--- config.mk ---
export PLATFORM = sky130hd
export DESIGN_NAME = wildcard_glob_matcher
export DESIGN_NICKNAME = d
export VERILOG_FILES = /design/src/rtl/wgm_pkg.sv /design/src/rtl/wgm_cell.sv /design/src/rtl/wgm_closure.sv /design/src/rtl/wildcard_glob_matcher.sv
export VERILOG_INCLUDE_DIRS = /design/src /design/src/rtl
export SDC_FILE = /design/constraint.sdc
export NUM_CORES = 1
export LEC_CHECK = 0
export ABC_AREA = 0
export BUFFER_PORTS_ARGS = -buffer_cell sky130_fd_sc_hd__buf_2
export CORE_MARGIN = 2
export CORE_UTILIZATION = 25
export CTS_BUF_LIST = sky130_fd_sc_hd__clkbuf_4
export CTS_CLUSTER_SIZE = 10
export DETAILED_ROUTE_END_ITERATION = 10
export PLACE_DENSITY = 0.45
export SYNTH_ARGS = -nofsm -noshare
export SYNTH_HDL_FRONTEND = slang
export SYNTH_SLANG_ARGS = --single-unit
--- constraint.sdc ---
create_clock -name clk_i -period 5.73 [get_ports clk_i]
set_clock_uncertainty 0.2 [all_clocks]
set_input_delay 0.573 -clock clk_i [delete_from_list [all_inputs] [get_ports clk_i]]
set_output_delay 0.573 -clock clk_i [all_outputs]
set_load 0.02 [all_outputs]
--- src/rtl/assert_macros.svh ---
// ----------------------------------------------------------------------------
// Assertion macros
// Shared concurrent assertion wrappers, clocked on clk_i and disabled in reset.
// ----------------------------------------------------------------------------
`ifndef ASSERT_MACROS_SVH
`define ASSERT_MACROS_SVH

// Plain check with a generic message.
`define WGM_ASSERT(lbl, prop) \
  lbl: assert property (@(posedge clk_i) disable iff (!rst_ni) (prop)) \
    else $error("assertion failed");

// Check with a caller-supplied message.
`define WGM_ASSERT_MSG(lbl, prop, msg) \
  lbl: assert property (@(posedge clk_i) disable iff (!rst_ni) (prop)) \
    else $error(msg);

`endif

--- src/rtl/wgm_pkg.sv ---
// ----------------------------------------------------------------------------
// Glob matcher package
// Shared constants, register indexes, cell control and byte helpers.
// ----------------------------------------------------------------------------
`default_nettype none

package wgm_pkg;

  localparam int PatternChars = 32;
  localparam int PosCount     = PatternChars + 1;
  localparam int LenW         = 6;
  localparam int CfgDataW     = 64;
  localparam int CfgIdxW      = 3;
  localparam int ByteW        = 8;

  localparam logic [ByteW-1:0] CharStar     = 8'h2A;
  localparam logic [ByteW-1:0] CharQuestion = 8'h3F;
  localparam logic [ByteW-1:0] CharUpperA   = 8'h41;
  localparam logic [ByteW-1:0] CharUpperZ   = 8'h5A;
  localparam logic [ByteW-1:0] CaseOffset   = 8'h20;

  typedef enum logic [CfgIdxW-1:0] {
    CfgPatWord0 = 3'd0,
    CfgPatWord1 = 3'd1,
    CfgPatWord2 = 3'd2,
    CfgPatWord3 = 3'd3,
    CfgPatLen   = 3'd4,
    CfgFoldCase = 3'd5
  } cfg_index_e;

  // Per-item control broadcast to every cell.
  typedef struct packed {
    logic step;     // a subject byte transfer
    logic restart;  // a terminator transfer
  } wgm_ctrl_t;

  function automatic logic [ByteW-1:0] fold_byte(input logic [ByteW-1:0] c);
    logic [ByteW-1:0] r;
    r = c;
    if (c >= CharUpperA && c <= CharUpperZ) r = c + CaseOffset;
    return r;
  endfunction

endpackage

`default_nettype wire

--- src/rtl/wgm_cell.sv ---
// ----------------------------------------------------------------------------
// Glob matcher position cell
// Holds one active-position bit and compares its pattern byte to the subject.
// ----------------------------------------------------------------------------
`default_nettype none

module wgm_cell (
  input  logic                      clk_i,
  input  logic                      rst_ni,
  input  wgm_pkg::wgm_ctrl_t        ctrl_i,
  input  logic                      en_i,
  input  logic                      seed_i,
  input  logic [wgm_pkg::ByteW-1:0] pat_byte_i,
  input  logic [wgm_pkg::ByteW-1:0] text_byte_i,
  input  logic                      fold_i,
  input  logic                      closed_i,
  input  logic                      adv_i,
  output logic                      active_o,
  output logic                      link_o,
  output logic                      adv_o
);
  import wgm_pkg::*;

  logic active_q, active_d;
  logic is_star, is_hit;

  assign is_star = (pat_byte_i == CharStar);
  assign is_hit  = (pat_byte_i == CharQuestion) || (pat_byte_i == text_byte_i) ||
                   (fold_i && (fold_byte(pat_byte_i) == fold_byte(text_byte_i)));

  assign active_o = active_q | seed_i;
  assign link_o   = en_i & is_star;
  // A star keeps its own position; a matching byte moves on to the neighbor.
  assign adv_o    = en_i & closed_i & ~is_star & is_hit;

  always_comb begin
    active_d = active_q;
    if (ctrl_i.restart) begin
      active_d = 1'b0;
    end else if (ctrl_i.step) begin
      active_d = (en_i & closed_i & is_star) | adv_i;
    end
  end

  always_ff @(posedge clk_i or negedge rst_ni) begin
    if (!rst_ni) begin
      active_q <= 1'b0;
    end else begin
      active_q <= active_d;
    end
  end

endmodule

`default_nettype wire

--- src/rtl/wgm_closure.sv ---
// ----------------------------------------------------------------------------
// Glob matcher star closure
// Parallel-prefix spread of active bits across star positions.
// ----------------------------------------------------------------------------
`default_nettype none

module wgm_closure (
  input  logic [wgm_pkg::PosCount-1:0]     active_i,
  input  logic [wgm_pkg::PatternChars-1:0] link_i,
  input  logic [wgm_pkg::LenW-1:0]         len_i,
  output logic [wgm_pkg::PosCount-1:0]     closed_o
);
  import wgm_pkg::*;

  localparam int Levels = $clog2(PosCount);

  logic [PosCount-1:0] g_lvl [Levels+1];
  logic [PosCount-1:0] p_lvl [Levels+1];

  // Bit j propagates from j-1 when position j-1 is an in-range star.
  always_comb begin
    for (int j = 0; j < PosCount; j++) begin
      g_lvl[0][j] = active_i[j] & (LenW'(j) <= len_i);
      p_lvl[0][j] = (j == 0) ? 1'b0 : link_i[(j == 0) ? 0 : j - 1];
    end
    for (int l = 0; l < Levels; l++) begin
      for (int j = 0; j < PosCount; j++) begin
        if (j >= (1 << l)) begin
          g_lvl[l+1][j] = g_lvl[l][j] | (p_lvl[l][j] & g_lvl[l][j - (1 << l)]);
          p_lvl[l+1][j] = p_lvl[l][j] & p_lvl[l][j - (1 << l)];
        end else begin
          g_lvl[l+1][j] = g_lvl[l][j];
          p_lvl[l+1][j] = 1'b0;
        end
      end
    end
  end

  assign closed_o = g_lvl[Levels];

endmodule

`default_nettype wire

--- src/rtl/wildcard_glob_matcher.sv ---
// A terminator transfer's result is registered and shows on the output in the next cycle.
// Throughput: one subject byte or terminator per cycle, set by the combinational
// star closure prefix network and the per-position cell update.
// The input stalls only while a result waits and the output is not ready.
// Reset: asynchronous, active low; clears the registers but start_q, which it sets,
// making position zero the only active position.
`default_nettype none
`include "assert_macros.svh"

// ----------------------------------------------------------------------------
// Wildcard glob matcher
// Streams subject bytes through a row of position cells and reports the match.
// ----------------------------------------------------------------------------
module wildcard_glob_matcher (
  input  logic                         clk_i,
  input  logic                         rst_ni,
  input  logic                         cfg_we_i,
  input  logic [wgm_pkg::CfgIdxW-1:0]  cfg_index_i,
  input  logic [wgm_pkg::CfgDataW-1:0] cfg_wdata_i,
  input  logic                         in_valid_i,
  output logic                         in_ready_o,
  input  logic [wgm_pkg::ByteW-1:0]    text_byte_i,
  input  logic                         end_of_string_i,
  output logic                         out_valid_o,
  input  logic                         out_ready_i,
  output logic                         matched_o
);
  import wgm_pkg::*;

  logic [PatternChars*ByteW-1:0] pat_q;
  logic [LenW-1:0]               len_q;
  logic                          fold_q;
  logic                          start_q;
  logic                          term_q, term_d;
  logic                          out_valid_q;
  logic                          matched_q;

  logic [LenW-1:0]         len_use;
  logic [PatternChars-1:0] en;
  logic [PatternChars-1:0] link;
  logic [PosCount-1:0]     active;
  logic [PosCount-1:0]     closed;
  logic [PatternChars:0]   adv;
  logic                    in_fire;
  wgm_ctrl_t               ctrl;

  assign len_use = (len_q > LenW'(PatternChars)) ? LenW'(PatternChars) : len_q;

  always_comb begin
    for (int i = 0; i < PatternChars; i++) begin
      en[i] = (LenW'(i) < len_use);
    end
  end

  assign in_ready_o   = ~out_valid_q | out_ready_i;
  assign in_fire      = in_valid_i & in_ready_o;
  assign ctrl.step    = in_fire & ~end_of_string_i;
  assign ctrl.restart = in_fire & end_of_string_i;

  // Configuration writes.
  always_ff @(posedge clk_i or negedge rst_ni) begin
    if (!rst_ni) begin
      pat_q  <= '0;
      len_q  <= '0;
      fold_q <= 1'b0;
    end else if (cfg_we_i) begin
      unique case (cfg_index_e'(cfg_index_i))
        CfgPatWord0: pat_q[0*CfgDataW +: CfgDataW] <= cfg_wdata_i;
        CfgPatWord1: pat_q[1*CfgDataW +: CfgDataW] <= cfg_wdata_i;
        CfgPatWord2: pat_q[2*CfgDataW +: CfgDataW] <= cfg_wdata_i;
        CfgPatWord3: pat_q[3*CfgDataW +: CfgDataW] <= cfg_wdata_i;
        CfgPatLen:   len_q  <= cfg_wdata_i[LenW-1:0];
        CfgFoldCase: fold_q <= cfg_wdata_i[0];
        default: ;
      endcase
    end
  end

  assign adv[0] = 1'b0;

  for (genvar i = 0; i < PatternChars; i++) begin : g_cell
    wgm_cell u_cell (
      .clk_i       (clk_i),
      .rst_ni      (rst_ni),
      .ctrl_i      (ctrl),
      .en_i        (en[i]),
      .seed_i      ((i == 0) ? start_q : 1'b0),
      .pat_byte_i  (pat_q[i*ByteW +: ByteW]),
      .text_byte_i (text_byte_i),
      .fold_i      (fold_q),
      .closed_i    (closed[i]),
      .adv_i       (adv[i]),
      .active_o    (active[i]),
      .link_o      (link[i]),
      .adv_o       (adv[i+1])
    );
  end

  // The last position past the pattern end has no compare of its own.
  assign active[PatternChars] = term_q;

  wgm_closure u_closure (
    .active_i (active),
    .link_i   (link),
    .len_i    (len_use),
    .closed_o (closed)
  );

  always_comb begin
    term_d = term_q;
    if (ctrl.restart) begin
      term_d = 1'b0;
    end else if (ctrl.step) begin
      term_d = adv[PatternChars];
    end
  end

  always_ff @(posedge clk_i or negedge rst_ni) begin
    if (!rst_ni) begin
      start_q     <= 1'b1;
      term_q      <= 1'b0;
      out_valid_q <= 1'b0;
    end else begin
      term_q <= term_d;
      if (ctrl.restart) begin
        start_q <= 1'b1;
      end else if (ctrl.step) begin
        start_q <= 1'b0;
      end
      if (ctrl.restart) begin
        out_valid_q <= 1'b1;
      end else if (out_ready_i) begin
        out_valid_q <= 1'b0;
      end
    end
  end

  always_ff @(posedge clk_i or negedge rst_ni) begin
    if (!rst_ni) begin
      matched_q <= 1'b0;
    end else if (ctrl.restart) begin
      matched_q <= closed[len_use];
    end
  end

  assign out_valid_o = out_valid_q;
  assign matched_o   = matched_q;

  `WGM_ASSERT_MSG(a_term_gives_result, ctrl.restart |=> out_valid_o,
                  "terminator transfer produced no result")
  `WGM_ASSERT_MSG(a_start_state_clean,
                  start_q |-> (active == {{PatternChars{1'b0}}, 1'b1}),
                  "start state holds stale active positions")
  `WGM_ASSERT(a_stall_only_on_result, (in_valid_i && !in_ready_o) |-> out_valid_o)

endmodule

`default_nettype wire
# Word level (Yosys, flattened, before mapping)
# Index checks and enable logic that the tools add are counted.
dict set report word_totals {
  in_bits 81
  wordCells 1221
  out_inout_bits 3
  regBits 299
}
dict set report classes {
  muxes 106
  reduce_logical 138
  n_addsub 33
  n_lt_le_gt_ge 133
  eq_ne 133
  n_bitwise 636
}
# op n
set op_table {}
lappend op_table {{== test 8 x 6 -> 1 bit, second input constant} 64}
lappend op_table {{== test 8 bit} 64}
lappend op_table {{AND 1 bit} 434}
lappend op_table {{adder 8 x 6 -> 8 bit, second input constant} 33}
lappend op_table {{greater-or-equal comparator 8 x 7 -> 1 bit, second input constant} 33}
lappend op_table {{less-or-equal comparator 8 x 7 -> 1 bit, second input constant} 33}
lappend op_table {{2-to-1 mux 8 bit} 33}
lappend op_table {{OR 1 bit} 168}
lappend op_table {{less-or-equal comparator 5 x 6 -> 1 bit, first input constant} 16}
lappend op_table {{less-than comparator 5 x 6 -> 1 bit, first input constant} 16}
lappend op_table {{2-to-1 mux 1 bit} 71}
lappend op_table {{logical AND 1 bit} 65}
lappend op_table {{logical OR 1 bit} 64}
lappend op_table {{less-or-equal comparator 4 x 6 -> 1 bit, first input constant} 8}
lappend op_table {{less-than comparator 4 x 6 -> 1 bit, first input constant} 8}
lappend op_table {{NOT 1 bit} 34}
lappend op_table {{less-or-equal comparator 3 x 6 -> 1 bit, first input constant} 4}
lappend op_table {{less-than comparator 3 x 6 -> 1 bit, first input constant} 4}
lappend op_table {{less-or-equal comparator 1 x 6 -> 1 bit, first input constant} 2}
lappend op_table {{less-or-equal comparator 2 x 6 -> 1 bit, first input constant} 2}
lappend op_table {{less-than comparator 1 x 6 -> 1 bit, first input constant} 2}
lappend op_table {{less-than comparator 2 x 6 -> 1 bit, first input constant} 2}
lappend op_table {{AND reduction 2 bit} 6}
lappend op_table {{less-than comparator 6 x 7 -> 1 bit, second input constant} 1}
lappend op_table {{9 further kinds} 12}

# Longest topological paths before layout
# Gate-level depths: netlist of the first run.
dict set report depth {
  depth_word 19
  mapped_depth 14
  ltp_nobuf 11
}

# Modules after synthesis
# From an unflattened synthesis of the first run, not the netlist that was laid out.
dict set report hier_totals {
  hier_cells 3025
  area_unflattened_um2 28140.7
}
# module seq_area_each_um2 n_inst cells_each area_each_um2
set by_module_without_submodules {}
lappend by_module_without_submodules {wgm_cell 25.0 32 65 500.5}
lappend by_module_without_submodules {wildcard_glob_matcher 6682.7 1 693 10590.2}
lappend by_module_without_submodules {wgm_closure 0.0 1 252 1535.2}

# Worst setup path before layout of the first run
# No wires, ideal clock.
dict set report synth_timing {
  path_kind {input to register}
  start {input text_byte_i[6] (netlist bit)}
  end {register g_cell[25].u_cell.active_q}
  cell_stages 10
  path_buffers 1
  slack_ps 2431
  setup_ps 82
  arrival_ps 3017
  path_cell_list {clkbuf_1 -> nor3b_1 -> a31oi_2 -> xnor2_1 -> o31ai_1 -> a31oi_1 -> nor4_1 -> a41oi_1 -> or4_1 -> a31oi_1}
}
dict set report synth_between {
  elab_chain_cells 10
}
# element line
set synth_lines {}
lappend synth_lines {{start: declaration} wildcard_glob_matcher.sv:22} ;# input logic [wgm_pkg::ByteW-1:0] text_byte_i,
lappend synth_lines {{greater-or-equal comparator 8 x 7 -> 1 bit / less-or-equal comparator 8 x 7 -> 1 bit (equally long branches)} wgm_pkg.sv:40} ;# if (c >= CharUpperA && c <= CharUpperZ) r = c + CaseOffset;
lappend synth_lines {{logical AND 1 bit} wgm_pkg.sv:40}
lappend synth_lines {{2-to-1 mux 8 bit} wgm_pkg.sv:40}
lappend synth_lines {{== test 8 bit} wgm_cell.sv:29} ;# (fold_i && (fold_byte(pat_byte_i) == fold_byte(text_byte_i)));
lappend synth_lines {{logical AND 1 bit} wgm_cell.sv:29}
lappend synth_lines {{logical OR 1 bit *} wgm_cell.sv:28} ;# assign is_hit = (pat_byte_i == CharQuestion) || (pat_byte_i == text_byte_i) ||
lappend synth_lines {{AND 1 bit *} wgm_cell.sv:34} ;# assign adv_o = en_i & closed_i & ~is_star & is_hit;
lappend synth_lines {{OR 1 bit *} wgm_cell.sv:41} ;# active_d = (en_i & closed_i & is_star) | adv_i;
lappend synth_lines {{2-to-1 mux 1 bit *} wgm_cell.sv:40} ;# end else if (ctrl_i.step) begin
lappend synth_lines {{2-to-1 mux 1 bit *} wgm_cell.sv:38} ;# if (ctrl_i.restart) begin
lappend synth_lines {{end signal: assignment} wgm_cell.sv:49} ;# active_q <= active_d;
lappend synth_lines {{end: declaration} wgm_cell.sv:24} ;# logic active_q, active_d;
# Mark *: on every way between the ends. The rest lies on a longest branch, timed or not. The select of a mux whose other input is x is not followed.
# A chain may end at the register's enable or synchronous reset.

# Worst setup path after layout of the first run
dict set report layout_timing {
  start {register len_q[5]}
  end {register g_cell[26].u_cell.active_q}
}
dict set report layout_between {
  elab_chain_cells 19
}
# element line
set layout_lines {}
lappend layout_lines {{start: declaration} wildcard_glob_matcher.sv:31} ;# logic [LenW-1:0] len_q;
lappend layout_lines {{start signal: assignment} wildcard_glob_matcher.sv:72} ;# CfgPatLen: len_q <= cfg_wdata_i[LenW-1:0];
lappend layout_lines {{greater-than comparator 6 bit} wildcard_glob_matcher.sv:47} ;# assign len_use = (len_q > LenW'(PatternChars)) ? LenW'(PatternChars) : len_q;
lappend layout_lines {{2-to-1 mux 6 bit *} wildcard_glob_matcher.sv:47}
lappend layout_lines {{less-than comparator 4 x 6 -> 1 bit, or another cell as far along} wildcard_glob_matcher.sv:51} ;# en[i] = (LenW'(i) < len_use);
lappend layout_lines {{AND 1 bit (on tied branches)} {wgm_cell.sv:32, wgm_closure.sv:23}}
lappend layout_lines {{AND 1 bit} wgm_closure.sv:29} ;# g_lvl[l+1][j] = g_lvl[l][j] | (p_lvl[l][j] & g_lvl[l][j - (1 << l)]);
lappend layout_lines {{OR 1 bit} wgm_closure.sv:29}
lappend layout_lines {{AND 1 bit} wgm_closure.sv:29}
lappend layout_lines {{OR 1 bit} wgm_closure.sv:29}
lappend layout_lines {{AND 1 bit} wgm_closure.sv:29}
lappend layout_lines {{OR 1 bit} wgm_closure.sv:29}
lappend layout_lines {{AND 1 bit / OR 1 bit (equally long branches)} wgm_closure.sv:29}
lappend layout_lines {{OR 1 bit / AND 1 bit (equally long branches)} wgm_closure.sv:29}
lappend layout_lines {{OR 1 bit} wgm_closure.sv:29}
lappend layout_lines {{AND 1 bit (3 in a row)} wgm_cell.sv:34}
lappend layout_lines {{OR 1 bit *} wgm_cell.sv:41}
lappend layout_lines {{2-to-1 mux 1 bit *} wgm_cell.sv:40}
lappend layout_lines {{2-to-1 mux 1 bit *} wgm_cell.sv:38}
lappend layout_lines {{end signal: assignment} wgm_cell.sv:49}
lappend layout_lines {{end: declaration} wgm_cell.sv:24}
# Marks and branches as above.

==> results of run 1 <==
cell type report:
type                       count  area share
clock buffer                 130      0.0382
sequential                   299       0.293
multi-input combinational   1882       0.537
antenna                        3    0.000294
tap                         1155      0.0566
inverter                      37     0.00544
timing repair buffer         216      0.0640
clock inverter                31     0.00505
logic make-up (layout without fill, tap and decap cells):
kind of cell             count (synthesis)  after routing  synth area share
other                                    0              3                 0
XOR/XNOR                               345            345             0.139
flip-flops                             299            299             0.345
AND/OR/NAND/NOR                        788            788             0.193
multiplexers                           264            264             0.137
adder cells (fa/ha/maj)                 33             33            0.0190
AO/OA/AOI/OAI                          452            452             0.140
buffers and inverters                  151            414            0.0273
sequential cells by signal, indices dropped and copies added, names as in the netlist:
name,count
pat_q,256
g_cell.u_cell.active_q,32
len_q,6
fold_q,1
matched_o,1
out_valid_o,1
start_q,1
term_q,1
per-stage QoR:
step	instance area [sq um]	hold WS, ns
finish	25500	0.277
global route	25500	0.286
CTS	25500	0.183
detailed placement	23600	0.267
global placement	23600	0.250
floorplan	21700	0.0774
per-layer routing:
| layer | GRT usage | up-vias | part of all wire |
|---|---|---|---|
| met5 | 0 | - | 0 |
| met3 | 0.0270 | 148 | 0.043 |
| li1 | - | 9038 | - |
| met1 | 0.257 | 10200 | 0.45 |
| met2 | 0.328 | 573 | 0.48 |
| met4 | 0.0736 | 0 | 0.031 |
power by group through the flow:
stage	registers (mW)	clock network [mW]	logic, mW
after global routing	3.34	2.30	2.80
after detailed placement	3.27	0	2.49
after global placement	3.24	0	2.41
final	3.25	2.09	2.54
after floorplan	3.03	0	1.86
after CTS	3.24	2.18	2.54
critical path, cell delays in order (launching register included):
cell and delay, ns:
dfrtp_1 0.71, or2_1 0.70, o2111ai_1 0.40, nor4_1 0.50, nand4_1 0.15, o221ai_1 0.46
nand4b_1 0.22, and2_1 0.26, nor3_1 0.30, a21oi_1 0.16, o32ai_1 0.29, a22o_1 0.16
worst min-delay path by stage:
stage,depth (start not counted),slack (ns),from,endpoint
floorplan,0,0.08,rst_ni,fold_q
detailed placement,2,0.27,start_q,start_q
global route,3,0.29,cfg_wdata_i[35],pat_q[227]
global placement,2,0.25,start_q,start_q
CTS,6,0.18,out_ready_i,g_cell[22].u_cell.active_q
finish,2,0.28,start_q,start_q
placed cells by master, fill, tap and decap left out, types with 18 or more instances in the layout:
cell,count
o22ai_1,18
xor2_1,139
a41oi_1,27
dfrtp_1,298
a31oi_1,31
and2_1,19
ha_1,33
nand2_1,132
nand4_1,38
xnor2_1,206
nand3_1,109
inv_1,37
buf_4,57
nor3b_1,18
nor2_1,179
nor3_1,114
o31ai_1,22
buf_2,82
a21oi_1,105
and3_1,18
o21ai_0,93
mux2_2,262
clkinv_1,19
nor4b_1,21
dlygate4sd3_1,74
nor4_1,21
clkbuf_4,130
timing repair:
| action | CTS | global route |
|---|---|---|
| hold buffers | 75 | 0 |
| setup buffers | 0 | 0 |
| endpoints found under the hold margin | 363 | 0 |
==> results.md, run 1 <==
- Status: completed
- Largest net degree at the start of global routing: 154
- Routed WL per cell: 23.6 microns
- Final nets: 2640
- Via density: 5.31
- First-pass GRT wire length: 132 mm
- CTS buffer count: 90
- CTS tree: built
- Main area contributors after synthesis: dfrtp_1, mux2_2, xnor2_1, xor2_1, nor2_1
- Arrival @ worst endpoint: 5.19 ns
- Initial antenna violation count: 1
- Final core utilization: 0.295
- H-tree level count: 3
- Comb pwr share: 0.323
- Relative slew slack: 0.203
- Clk slew on worst S/H paths: 0.09 ns
- CP Capture Point: g_cell[26].u_cell.active_q
- Die area: 0.0893 sq mm
- Worst Hold Class: reg -> reg
- Layout cells sized above 1: 0.226
- Worst Path Max Fanout: 18
- Async SR Flop Fraction: 1.00
- VDD IR max: 0.0925 mV
- Clock share of power: 0.265
- Setup WS pre-CTS: 1.26 ns
- CP required: 6.31 ns
- Die Y: 299 microns
- GR Overflow Total: 0
- CP endpoint kind: register
- Core Rows: 108
- CP Launch Type: register
- Routed Antenna Nets: 0
- CTS max path bufs: 3
- Seq/Total Area, Yosys: 0.345
- FF-to-FF Start: len_q[5]
- Initial DRC Count: 1412
- Final GP Congestion: 1.02
- Max-Cap Viols: 0
- Count leader, synth: dfrtp_1
- Area of all sequential standard cells: 0.00748 sq mm
- TritonRoute pass-1 iters: 7
- Max Slew Vio Count: 0
- P&R area growth vs syn: 17.5%
- Max Clk Rate: 0.217 GHz
- Vias after detailed routing: 19900
- EDFF count, synth: 0
- Sw Ratio: 0.395
- Post_cts resized: 0
- YS warnings: 0
- Syn Inst Count: 2332
- Critical path class: reg -> reg
- Final setup fails: 0
- Area of the multi-input gates: 0.0137 sq mm
- Syn avg cell area: 9.31 sq um
- Worst R2R End: g_cell[26].u_cell.active_q
- Final Non-Filler Cells: 3753
- RSZ-0062 raised after global routing: false
- Final Hold Violating Endpoints: 0
- # IOs: 84
- Placed cells: 3514
- Power Density: 309 mW/mm^2
- DP Wirelength: 64.3 mm
- Period utilization: 0.804
- Initial core utilization: 0.251
- Flop-to-flop setup slack: 1.12 ns
- Clock Sinks: 299
- Seq pwr share: 0.412
- Internal power: 4.77 mW
- Net Sw Power: 3.11 mW
- Core ar.: 0.0865 sq mm
- Post-synthesis cell area: 0.0217 sq mm
- Post-synth top cells: dfrtp_1, mux2_2, xnor2_1, nor2_1, xor2_1
- # fillers: 9208
- Final setup TNS: 0 ns
- Total power: 7.88 mW
- Routed wire length: 88.5 mm
- Worst Reg2Reg Path Length in Cells: 11
- DRC violations left: 0
- All-Layer GR Usage: 0.196
- Vias in the first global route: 19900
- Final setup margin: 1.12 ns
- Net count after synthesis: 2446
- Seq cells post-synth: 299
- Lkg Pwr: 9.64 nW
- Number of port buffers: 83
- Yosys top cell area share: 0.343
- Least-Margin Pin Slew: 1.18 ns
- Post-synth top area cell: dfrtp_1
- Worst-Skew Late Latency: 0.89 ns
- Root buffer cell: clkbuf_4
- Die width: 299 microns
- CP startpoint: len_q[5]
- Post-layout minimum cycle time: 4.61 ns
- Post-synth cell types: 93
- Ys flop type: dfrtp_1
Note: power is estimated with default switching activity, not from simulation.
==> inputs of run 2 (changes only) <==
==> constraint.sdc (replaced) <==
create_clock -name clk_i -period 4.8 [get_ports clk_i]
set_clock_uncertainty 0.2 [all_clocks]
set_input_delay 0.48 -clock clk_i [delete_from_list [all_inputs] [get_ports clk_i]]
set_output_delay 0.48 -clock clk_i [all_outputs]
set_load 0.02 [all_outputs]
==> run 2 against run 1 <==
Effect of this change: register-to-register slack worse by 0.72 ns; flip-flop and latch count is the same; combinational power is 19% higher; worst hold slack got worse by 0.19 ns; power increased by 19%; setup slack got worse by 0.72 ns; clock power grew 15%; via count rose by 0.13%; global-route usage shrank 0.16 points; first-iteration DRC count increased by 4.3%; count of clock-buffer cells in the layout down 13; critical path type unchanged; highest routed layer unchanged.
==> results.md, run 2 (synthesis results as in run 1) <==
- Status: completed (unchanged)
- TritonRoute pass-1 iters: 5 (was 7)
- Final core utilization: 0.297 (was 0.295)
- Routed WL per cell: 23.4 microns (was 23.6 microns)
- Via density: 5.29 (was 5.31)
- Worst Hold Class: in -> async (was reg -> reg)
- # fillers: 9125 (was 9208)
- Die width: 299 microns (unchanged)
- Post-layout minimum cycle time: 4.40 ns (was 4.61 ns)
- Postcts setup bufs: 0 (unchanged)
- Final Hold Violating Endpoints: 0 (unchanged)
- Least-Margin Pin Slew: 1.13 ns (was 1.18 ns)
- Max-Cap Viols: 0 (unchanged)
- Sw Ratio: 0.389 (was 0.395)
- Comb pwr share: 0.324 (was 0.323)
- Met2 track demand over resource: 0.322 (was 0.328)
- Clock Sinks: 299 (unchanged)
- Area of the multi-input gates: 0.0137 sq mm (about the same)
- Initial core utilization: 0.251 (unchanged)
- # IOs: 84 (unchanged)
- Worst Reg2Reg Path Length in Cells: 11 (unchanged)
- Area post-placement: 0.0239 sq mm (was 0.0236 sq mm)
- Hold_buf cts: 76 (was 75)
- Period utilization: 0.916 (was 0.804)
- Largest net degree at the start of global routing: 102 (was 154)
- Initial antenna violation count: 3 (was 1)
- CP Launch Type: register (unchanged)
- Max Slew Vio Count: 0 (unchanged)
- Clock share of power: 0.258 (was 0.265)
- H-tree level count: 3 (unchanged)
- Vias in the first global route: 20100 (was 19900)
- Met1 GRT Util: 0.253 (was 0.257)
- First-pass GRT wire length: 131 mm (was 132 mm)
- Lkg Pwr: 9.73 nW (was 9.64 nW)
- RSZ-0062 raised after global routing: false (unchanged)
- Largest Register: pat_q (unchanged)
- P&R area growth vs syn: 18.3% (was 17.5%)
- Net Sw Power: 3.63 mW (was 3.11 mW)
- Core Rows: 108 (unchanged)
- Final nets: 2665 (was 2640)
- Vias after detailed routing: 20000 (was 19900)
- Seq pwr share: 0.418 (was 0.412)
- Area of all sequential standard cells: 0.00748 sq mm (unchanged)
- CTS max path bufs: 3 (unchanged)
- Worst-Skew Late Latency: 0.87 ns (was 0.89 ns)
- Gr busiest metal: met2 (unchanged)
- VDD IR max: 0.128 mV (was 0.0925 mV)
- GR Overflow Total: 0 (unchanged)
- Final setup TNS: 0 ns (unchanged)
- Root buffer cell: clkbuf_4 (unchanged)
- M3 GR Usage: 0.0334 (was 0.0270)
- CP required: 5.30 ns (was 6.31 ns)
- All-Layer GR Usage: 0.195 (was 0.196)
- Number of port buffers: 83 (unchanged)
- Most common cell after layout, fill and taps aside: dfrtp_1 (unchanged)
- Die area: 0.0893 sq mm (unchanged)
- Largest regs: pat_q (256), g_cell.u_cell.active_q (32), len_q (6) (unchanged)
- Core ar.: 0.0865 sq mm (unchanged)
- Post_cts resized: 0 (unchanged)
- Worst R2R End: g_cell[29].u_cell.active_q (was g_cell[26].u_cell.active_q)
- DP Wirelength: 64.4 mm (was 64.3 mm)
- Most frequent cells in the layout: dfrtp_1, mux2_2, xnor2_1, nor2_1, xor2_1 (unchanged)
- Routed Antenna Nets: 0 (unchanged)
- Layout cells sized above 1: 0.226 (about the same)
- FF-to-FF Start: len_q[4] (was len_q[5])
- Die Y: 299 microns (unchanged)
- Arrival @ worst endpoint: 4.90 ns (was 5.19 ns)
- Post-route cell area: 0.0257 sq mm (was 0.0255 sq mm)
- Max reg flops: 256 (unchanged)
- Relative slew slack: 0.247 (was 0.203)
- Final setup fails: 0 (unchanged)
- Clk slew on worst S/H paths: 0.07 ns (was 0.09 ns)
- Internal power: 5.72 mW (was 4.77 mW)
- Critical path class: reg -> reg (unchanged)
- Initial DRC Count: 1473 (was 1412)
- CP endpoint kind: register (unchanged)
- CTS tree: built (unchanged)
- Worst Path Max Fanout: 16 (was 18)
- Routed wire length: 88.4 mm (was 88.5 mm)
- DRC violations left: 0 (unchanged)
- Final GP Congestion: 0.960 (was 1.02)
- Max Clk Rate: 0.227 GHz (was 0.217 GHz)
- Power Density: 364 mW/mm^2 (was 309 mW/mm^2)
- CTS buffer count: 87 (was 90)
- Flop-to-flop setup slack: 0.40 ns (was 1.12 ns)
## run 2: cell types whose count changed in the layout (fill, tap and decap cells not counted), sizes merged
cell	delta
buf	+26
bufinv	+2
clkbuf	-13
clkinv	+2
diode	+3
dlygate4sd3	+2
inv	-1
## run 2: routing by layer
metal	part of all wire	wire length, microns
met5	0	0
met4	0.036	3210
met3	0.055	4880
met2	0.47	41600
met1	0.44	38700
## run 2: area by class of cell
class / count / area share
Antenna cell: 6 / 0.000584
Sequential cell: 299 / 0.291
Inverter: 37 / 0.00540
Clock inverter: 34 / 0.00706
Multi-Input combinational cell: 1882 / 0.533
Tap cell: 1155 / 0.0562
Timing Repair Buffer: 244 / 0.0724
Clock buffer: 117 / 0.0342
## run 2: worst max-delay path by stage
stage                                            end  cells past startpoint     start  slack, ns
after global routing      g_cell[26].u_cell.active_q                     13  len_q[5]       0.12
after floorplan                            matched_o                     12  len_q[4]       1.54
after detailed placement  g_cell[29].u_cell.active_q                     11  len_q[4]       0.64
final                     g_cell[29].u_cell.active_q                     11  len_q[4]       0.40
after CTS                 g_cell[29].u_cell.active_q                     11  len_q[4]       0.52
after global placement    g_cell[28].u_cell.active_q                     11  len_q[4]       0.72
## run 2: through the flow
stage	setup slack [ns]	total power, mW	cells	hold slack, ns
finish	0.403	9.35	3774	0.0906
detailed placement	0.636	6.90	3541	0.252
CTS	0.518	9.43	3768	0.0512
global route	0.122	9.99	3774	0.0961
global placement	0.722	6.76	3541	0.250
floorplan	1.54	5.83	2332	-0.0156
## run 2: power groups by stage
stage,sequential (mW),combinational [mW],clock (mW)
global placement,3.89,2.87,0
detailed placement,3.93,2.96,0
CTS,3.89,3.03,2.51
finish,3.91,3.03,2.41
floorplan,3.62,2.22,0
global route,4.02,3.33,2.64
## run 2: worst max-delay path: stages, from the launching register on
cell	delay [ns]
dfrtp_1	0.60
or3_1	0.66
a21oi_1	0.40
nor3_1	0.18
a21oi_1	0.34
o21ai_2	0.17
a21oi_2	0.46
o31a_1	0.39
o21a_1	0.27
o21ai_1	0.16
nor2b_1	0.16
o221a_1	0.23
